**src/hdl/lpfp_pkg.sv**
```systemverilog
// Shared types and constants for the length-prefixed field parser.
// No dependencies; imported by lpfp_parse, length_prefixed_field_parser_top and the testbench.
`timescale 1ns / 1ps
`default_nettype none

package lpfp_pkg;

	// Character codes recognized by the parser.
	localparam logic [7:0] CH_SPACE = 8'h20;
	localparam logic [7:0] CH_CR    = 8'h0D;
	localparam logic [7:0] CH_LF    = 8'h0A;
	localparam logic [7:0] CH_ZERO  = 8'h30;
	localparam logic [7:0] CH_NINE  = 8'h39;

	// Width of the header character counter.
	localparam int CNT_W = 5;

	// One result transaction.
	typedef struct packed {
		logic [7:0] data_byte;
		logic       byte_valid;
		logic [7:0] field_number;
		logic       field_end;
		logic       packet_done;
		logic       packet_error;
	} res_t;

endpackage

`default_nettype wire

```
**src/hdl/lpfp_parse.sv**
```systemverilog
// Parser state (mode, header length, body count, field index) and result logic.
// Depends on lpfp_pkg.
`timescale 1ns / 1ps
`default_nettype none

module lpfp_parse import lpfp_pkg::*; #(
	parameter int LEN_BITS      = 24,
	parameter int MAX_LEN_CHARS = 18
) (
	input  wire logic       clk,
	input  wire logic       arst_n,
	input  wire logic       step,
	input  wire logic [7:0] in_byte,
	input  wire logic       last_byte,
	output res_t            res,
	output logic            res_valid
);

	localparam logic [1:0] MODE_SKIP   = 2'd0;
	localparam logic [1:0] MODE_HEADER = 2'd1;
	localparam logic [1:0] MODE_BODY   = 2'd2;
	localparam logic [1:0] MODE_DRAIN  = 2'd3;

	localparam int WIDE_W = LEN_BITS + 4;

	logic [1:0]          mode_q, mode_n;
	logic [LEN_BITS-1:0] len_q, len_n;
	logic                digits_q, digits_n;
	logic                ovf_q, ovf_n;
	logic [CNT_W-1:0]    cnt_q, cnt_n;
	logic [LEN_BITS-1:0] rem_q, rem_n;
	logic [7:0]          field_q, field_n;

	logic                is_digit;
	logic [3:0]          digit;
	logic [WIDE_W-1:0]   len_wide;
	logic [WIDE_W-1:0]   len_next_wide;
	logic                len_ovf;
	logic [CNT_W-1:0]    cnt_inc;
	logic [LEN_BITS-1:0] rem_dec;
	logic [7:0]          field_inc;

	assign is_digit  = (in_byte >= CH_ZERO) && (in_byte <= CH_NINE);
	assign digit     = 4'(in_byte - CH_ZERO);
	assign len_wide  = WIDE_W'(len_q);
	// Times ten as two shifted copies, then add the new digit.
	assign len_next_wide = (len_wide << 3) + (len_wide << 1) + WIDE_W'(digit);
	assign len_ovf   = |len_next_wide[WIDE_W-1:LEN_BITS];
	assign cnt_inc   = cnt_q + CNT_W'(1);
	assign rem_dec   = rem_q - LEN_BITS'(1);
	assign field_inc = (field_q == 8'hFF) ? field_q : field_q + 8'd1;

	always_comb begin
		mode_n    = mode_q;
		len_n     = len_q;
		digits_n  = digits_q;
		ovf_n     = ovf_q;
		cnt_n     = cnt_q;
		rem_n     = rem_q;
		field_n   = field_q;
		res       = '0;
		res.field_number = field_q;
		res_valid = 1'b0;

		case (mode_q)
			MODE_SKIP: begin
				if (in_byte == CH_SPACE || in_byte == CH_CR) begin
					if (last_byte) begin
						res_valid       = 1'b1;
						res.packet_done = 1'b1;
					end
				end else if (in_byte == CH_LF) begin
					res_valid       = 1'b1;
					res.packet_done = 1'b1;
					mode_n          = MODE_DRAIN;
				end else if (is_digit && !last_byte) begin
					mode_n   = MODE_HEADER;
					len_n    = LEN_BITS'(digit);
					digits_n = 1'b1;
					ovf_n    = 1'b0;
					cnt_n    = CNT_W'(1);
				end else begin
					res_valid        = 1'b1;
					res.packet_error = 1'b1;
					mode_n           = MODE_DRAIN;
				end
			end
			MODE_HEADER: begin
				if (in_byte == CH_SPACE) begin
					if (ovf_q) begin
						res_valid        = 1'b1;
						res.packet_error = 1'b1;
						mode_n           = MODE_DRAIN;
					end else if (len_q == '0) begin
						// An empty field closes right at its header.
						res_valid       = 1'b1;
						res.field_end   = 1'b1;
						res.packet_done = last_byte;
						field_n         = field_inc;
						mode_n          = MODE_SKIP;
					end else if (last_byte) begin
						res_valid        = 1'b1;
						res.packet_error = 1'b1;
						mode_n           = MODE_DRAIN;
					end else begin
						rem_n  = len_q;
						mode_n = MODE_BODY;
					end
				end else begin
					if (digits_q && is_digit) begin
						len_n = len_next_wide[LEN_BITS-1:0];
						if (len_ovf) begin
							ovf_n = 1'b1;
						end
					end else begin
						digits_n = 1'b0;
					end
					cnt_n = cnt_inc;
					if (cnt_inc > CNT_W'(MAX_LEN_CHARS) || last_byte) begin
						res_valid        = 1'b1;
						res.packet_error = 1'b1;
						mode_n           = MODE_DRAIN;
					end
				end
			end
			MODE_BODY: begin
				rem_n = rem_dec;
				if (rem_dec == '0) begin
					res_valid       = 1'b1;
					res.data_byte   = in_byte;
					res.byte_valid  = 1'b1;
					res.field_end   = 1'b1;
					res.packet_done = last_byte;
					field_n         = field_inc;
					mode_n          = MODE_SKIP;
				end else if (last_byte) begin
					res_valid        = 1'b1;
					res.packet_error = 1'b1;
					mode_n           = MODE_DRAIN;
				end else begin
					res_valid      = 1'b1;
					res.data_byte  = in_byte;
					res.byte_valid = 1'b1;
				end
			end
			default: begin
				// Drain: ignore bytes until the end of the packet.
			end
		endcase

		// The last byte of a packet returns the parser to its idle state.
		if (last_byte) begin
			mode_n   = MODE_SKIP;
			len_n    = '0;
			digits_n = 1'b1;
			ovf_n    = 1'b0;
			cnt_n    = '0;
			rem_n    = '0;
			field_n  = '0;
		end
	end

	always_ff @(posedge clk or negedge arst_n) begin
		if (!arst_n) begin
			mode_q   <= MODE_SKIP;
			len_q    <= '0;
			digits_q <= 1'b1;
			ovf_q    <= 1'b0;
			cnt_q    <= '0;
			rem_q    <= '0;
			field_q  <= '0;
		end else if (step) begin
			mode_q   <= mode_n;
			len_q    <= len_n;
			digits_q <= digits_n;
			ovf_q    <= ovf_n;
			cnt_q    <= cnt_n;
			rem_q    <= rem_n;
			field_q  <= field_n;
		end
	end

endmodule

`default_nettype wire

```
**src/hdl/length_prefixed_field_parser_top.sv**
```systemverilog
// Top level of the length-prefixed field parser: input register, parser, result register.
// Depends on lpfp_pkg and lpfp_parse.
`timescale 1ns / 1ps
`default_nettype none

// Channel   Handshake                  Payload
// item      item_valid / item_stall    in_byte, last_byte
// result    result_valid / result_stall data_byte, byte_valid, field_number,
//                                      field_end, packet_done, packet_error
//
// One byte is accepted every cycle unless item_stall is high; its result, if any, is
// loaded into the result register when the byte moves on from the input register.
// The rate is set by the update of the mode, length and body counters, done once per byte.
// A byte that causes no result leaves the result register untouched.
// While the result register holds an untaken transaction and result_stall is high,
// the input register waits and item_stall rises. Reset clears only control state.

module length_prefixed_field_parser_top import lpfp_pkg::*; #(
	parameter int LEN_BITS      = 24,
	parameter int MAX_LEN_CHARS = 18
) (
	input  wire logic       clk,
	input  wire logic       arst_n,
	input  wire logic       item_valid,
	output logic            item_stall,
	input  wire logic [7:0] in_byte,
	input  wire logic       last_byte,
	output logic            result_valid,
	input  wire logic       result_stall,
	output logic [7:0]      data_byte,
	output logic            byte_valid,
	output logic [7:0]      field_number,
	output logic            field_end,
	output logic            packet_done,
	output logic            packet_error
);

	logic       valid_s1;
	logic [7:0] byte_s1;
	logic       last_s1;
	logic       valid_s2;
	res_t       res_s2;
	res_t       res;
	logic       res_valid;
	logic       advance;
	logic       accept;

	assign advance    = valid_s1 && (!valid_s2 || !result_stall);
	assign item_stall = valid_s1 && !advance;
	assign accept     = item_valid && !item_stall;

	lpfp_parse #(
		.LEN_BITS      (LEN_BITS),
		.MAX_LEN_CHARS (MAX_LEN_CHARS)
	) u_parse (
		.clk       (clk),
		.arst_n    (arst_n),
		.step      (advance),
		.in_byte   (byte_s1),
		.last_byte (last_s1),
		.res       (res),
		.res_valid (res_valid)
	);

	always_ff @(posedge clk or negedge arst_n) begin
		if (!arst_n) begin
			valid_s1 <= 1'b0;
			valid_s2 <= 1'b0;
		end else begin
			if (accept) begin
				valid_s1 <= 1'b1;
			end else if (advance) begin
				valid_s1 <= 1'b0;
			end
			if (advance && res_valid) begin
				valid_s2 <= 1'b1;
			end else if (valid_s2 && !result_stall) begin
				valid_s2 <= 1'b0;
			end
		end
	end

	always_ff @(posedge clk) begin
		if (accept) begin
			byte_s1 <= in_byte;
			last_s1 <= last_byte;
		end
		if (advance && res_valid) begin
			res_s2 <= res;
		end
	end

	assign result_valid = valid_s2;
	assign data_byte    = res_s2.data_byte;
	assign byte_valid   = res_s2.byte_valid;
	assign field_number = res_s2.field_number;
	assign field_end    = res_s2.field_end;
	assign packet_done  = res_s2.packet_done;
	assign packet_error = res_s2.packet_error;

endmodule

`default_nettype wire

```
**config.mk**
```make
export PLATFORM = sky130hd
export DESIGN_NAME = length_prefixed_field_parser_top
export DESIGN_NICKNAME = d
export VERILOG_FILES = /design/src/hdl/lpfp_pkg.sv /design/src/hdl/lpfp_parse.sv /design/src/hdl/length_prefixed_field_parser_top.sv
export SDC_FILE = /design/constraint.sdc
export NUM_CORES = 1
export LEC_CHECK = 0
export ABC_AREA = 1
export CAP_MARGIN = 0
export CORE_MARGIN = 2
export CORE_UTILIZATION = 65
export CTS_CLUSTER_SIZE = 40
export DETAILED_ROUTE_END_ITERATION = 12
export DONT_BUFFER_PORTS = 1
export PLACE_DENSITY = 0.81
export SETUP_SLACK_MARGIN = 0.4
export SYNTH_ARGS = -nofsm -noshare
export SYNTH_HDL_FRONTEND = slang
export SYNTH_HIERARCHICAL = 1
export SYNTH_SLANG_ARGS = --single-unit
export TNS_END_PERCENT = 50
```
**constraint.sdc**
```tcl
create_clock -name clk -period 8.12 [get_ports clk]
set_clock_uncertainty 0.2 [all_clocks]
set_input_delay 0.812 -clock clk [delete_from_list [all_inputs] [get_ports clk]]
set_output_delay 0.812 -clock clk [all_outputs]
set_load 0.05 [all_outputs]
```
==> results_dict.tcl <==
set metrics [dict create \
    status "finished clean" \
    htree_levels 3 \
    wl_per_cell_um 15.5 \
    worstPathArrival_ns 3.51 \
    mostFrequentLayoutCell "nand2_1" \
    wirelength_um 16800 \
    place.gp.congestion 0.954 \
    grt_util_all_layers_pct 30.0 \
    io_pins 35 \
    fp.dieW_um 108 \
    core_area_um2 10700 \
    worstMarginPinSlew_ns 0.964 \
    crit_type "reg2reg" \
    viasPerCell 5.76 \
    synth-edff-count 29 \
    power.density_nw_per_um2 408 \
    setup_viol 0 \
    cts_buffer_depth 2 \
    clk_pin_slew_ns 0.09 \
    start_kind "register" \
    cts_resized 0 \
    rsz0062_at_grt "false" \
    avgSynthCellArea_um2 7.51 \
    drt_iter0_markers 577 \
    synth_nets 1009 \
    finalPower_mw 3.01 \
    drcViolationCount 0 \
    vdd_drop_max_mv 0.278 \
    cts_root_buf "clkbuf_8" \
    holdBufCountCts 1 \
    critPathLaunch "last_s1$_DFFE_PP_" \
    fill_cells 927 \
    grt_pass1_wl_um 27400 \
    cts_buffers 9 \
    fin_area_um2 7370 \
    drive_above_1_share_pct 6.50 \
    die_area_um2 11700 \
    worstSetupEndpointType "register" \
    cp_max_fo 18 \
    ys_seq_area_share_pct 36.2 \
    r2r-start "last_s1$_DFFE_PP_" \
    final_nets 1004 \
    area_growth_pct 4.60 \
    p_leak_nw 3.59 \
    yosysWarnings 6 \
    synthFlopType "dfrtp_1" \
    vias 6205 \
    grt_overflow 0 \
    max_clock_freq_ghz 0.291 \
    synth_cell_type_count 45 \
    start_util_pct 65.8 \
    num_rows 38 \
    hold_viol 0 \
    clock_latency_ns 0.37 \
    dr.pass1.iters 5 \
    cts_setup_buffers 0 \
    clock-sinks 96 \
    slew_headroom_pct 35.2 \
    post-route-period-util_pct 42.3 \
    tritoncts "built" \
    stdcell_count 1078 \
    fp.dieH_um 108 \
    hp-class "in2async" \
    antenna_found_initial 0 \
    mostFrequentLayoutCells "nand2_1 (229), nor2_1 (100), inv_1 (94)" \
    worst_r2r_path_depth 8 \
    timing.rr.end "u_parse/len_q[3]$_DFFE_PN0P_" \
    port-buffer-count 0 \
    maxCapViolCount 0 \
    grt_max_degree 67 \
    r2r_slack_ns 4.69 \
    ant_nets 0 \
    syn_area_um2 7040 \
    antenna_cells 0 \
    required_ns 8.20 \
    finalSetupTns_ns 0 \
    dp_hpwl_um 12800 \
    crit_path_end "u_parse/len_q[3]$_DFFE_PN0P_" \
    grt_pass1_vias 5630 \
    maxSlewViolCount 0 \
    async_reset_ff_share_pct 69.8 \
    post_dp_cell_area_um2 7140 \
    synth_seq_cells 96 \
    placed_cells 1061 \
    synth_cells 938 \
    min_period_ns 3.43 \
]
-- per-layer routing --
layer	vias to the layer above	wire, um	GRT usage, %
met5	-	0	0
met4	0	325	8.70
met3	22	958	5.36
met2	178	7370	44.8
met1	2857	8100	44.5
li1	3148	-	-
-- how the worst min path moves through the flow --
stage	depth (start not counted)	slack [ns]	to	from
after global routing	0	0.04	u_parse/digits_q$_DFFE_PN1P_	arst_n
after floorplan	2	0.26	u_parse/ovf_q$_DFFE_PN0P_	u_parse/ovf_q$_DFFE_PN0P_
after global placement	2	0.30	u_parse/cnt_q[4]$_DFFE_PN0P_	u_parse/cnt_q[4]$_DFFE_PN0P_
final	0	0.07	u_parse/digits_q$_DFFE_PN1P_	arst_n
after detailed placement	0	0.30	field_number[6]$_DFFE_PP_	u_parse/field_q[6]$_DFFE_PN0P_
after CTS	0	0.05	u_parse/digits_q$_DFFE_PN1P_	arst_n
-- critical path, cell delays in order (launching register included) --
cell and delay (ns):
edfxtp_1 0.74, inv_1 0.32, o21ai_0 0.15, a21oi_1 0.06, nor2_1 0.12, nand3_2 0.25
a21oi_2 0.60, nand2_1 0.53, o211ai_1 0.35
-- flip-flops by register name (all words and copies together), names as in the netlist --
signal / cells
packet_done: 1
byte_valid: 1
u_parse/field_q: 8
last_s1: 1
u_parse/mode_q: 2
u_parse/digits_q: 1
field_number: 8
result_valid: 1
u_parse/cnt_q: 5
u_parse/len_q: 24
byte_s1: 8
field_end: 1
data_byte: 8
u_parse/rem_q: 24
u_parse/ovf_q: 1
valid_s1: 1
packet_error: 1
-- synthesized netlist by cell type, drive strengths merged, types with 4 or more instances --
cell type / n / share of area (%)
nor2: 115 / 7.3
o22ai: 30 / 2.7
a21oi: 43 / 3.2
ha: 56 / 10
clkbuf: 8 / 0.43
nor3: 16 / 1.1
dfrtp: 66 / 23
a21o: 6 / 0.64
nor4: 8 / 0.71
o31ai: 4 / 0.43
o21ai: 56 / 4.0
nand4: 21 / 2.0
xnor2: 14 / 1.7
xor2: 15 / 1.9
nand3: 72 / 5.4
inv: 104 / 5.5
buf: 11 / 0.92
nand2: 237 / 13
edfxtp: 29 / 12
-- power breakdown --
group	total, mW	leakage [nW]	internal, mW	switching [mW]
clock	0.326	0.0954	0.147	0.179
combinational	1.79	2.31	0.571	1.22
sequential	0.892	1.19	0.643	0.249
-- logic make-up (layout without fill, tap and decap cells) --
kind of cell	after synthesis	count (layout)	share of synthesized area, %
buf+inv	125	125	7.00
compound gates	156	156	12.7
simple gates	474	474	30.0
fa+ha+maj	58	58	10.5
xor+xnor	29	29	3.61
flops	96	96	36.2
-- cell type report --
cell class | count | area [um2] | area share [%]
Multi-Input combinational cell | 717 | 4000 | 54.3
Sequential cell | 96 | 2550 | 34.6
Inverter | 106 | 398 | 5.40
Tap cell | 140 | 175 | 2.38
Clock buffer | 10 | 128 | 1.73
Clock inverter | 6 | 73.8 | 1.00
Timing Repair Buffer | 3 | 42.5 | 0.578
-- stage by stage --
stage / utilization [%] / hold slack [ns] / setup slack [ns]
after floorplan: - / 0.263 / 5.11
after global placement: 66.7 / 0.303 / 4.90
after detailed placement: 66.7 / 0.300 / 4.76
after CTS: 68.9 / 0.0543 / 4.74
after global routing: 68.9 / 0.0435 / 4.33
final: 68.9 / 0.0701 / 4.69
No activity file was read; power rests on OpenSTA's default activity.
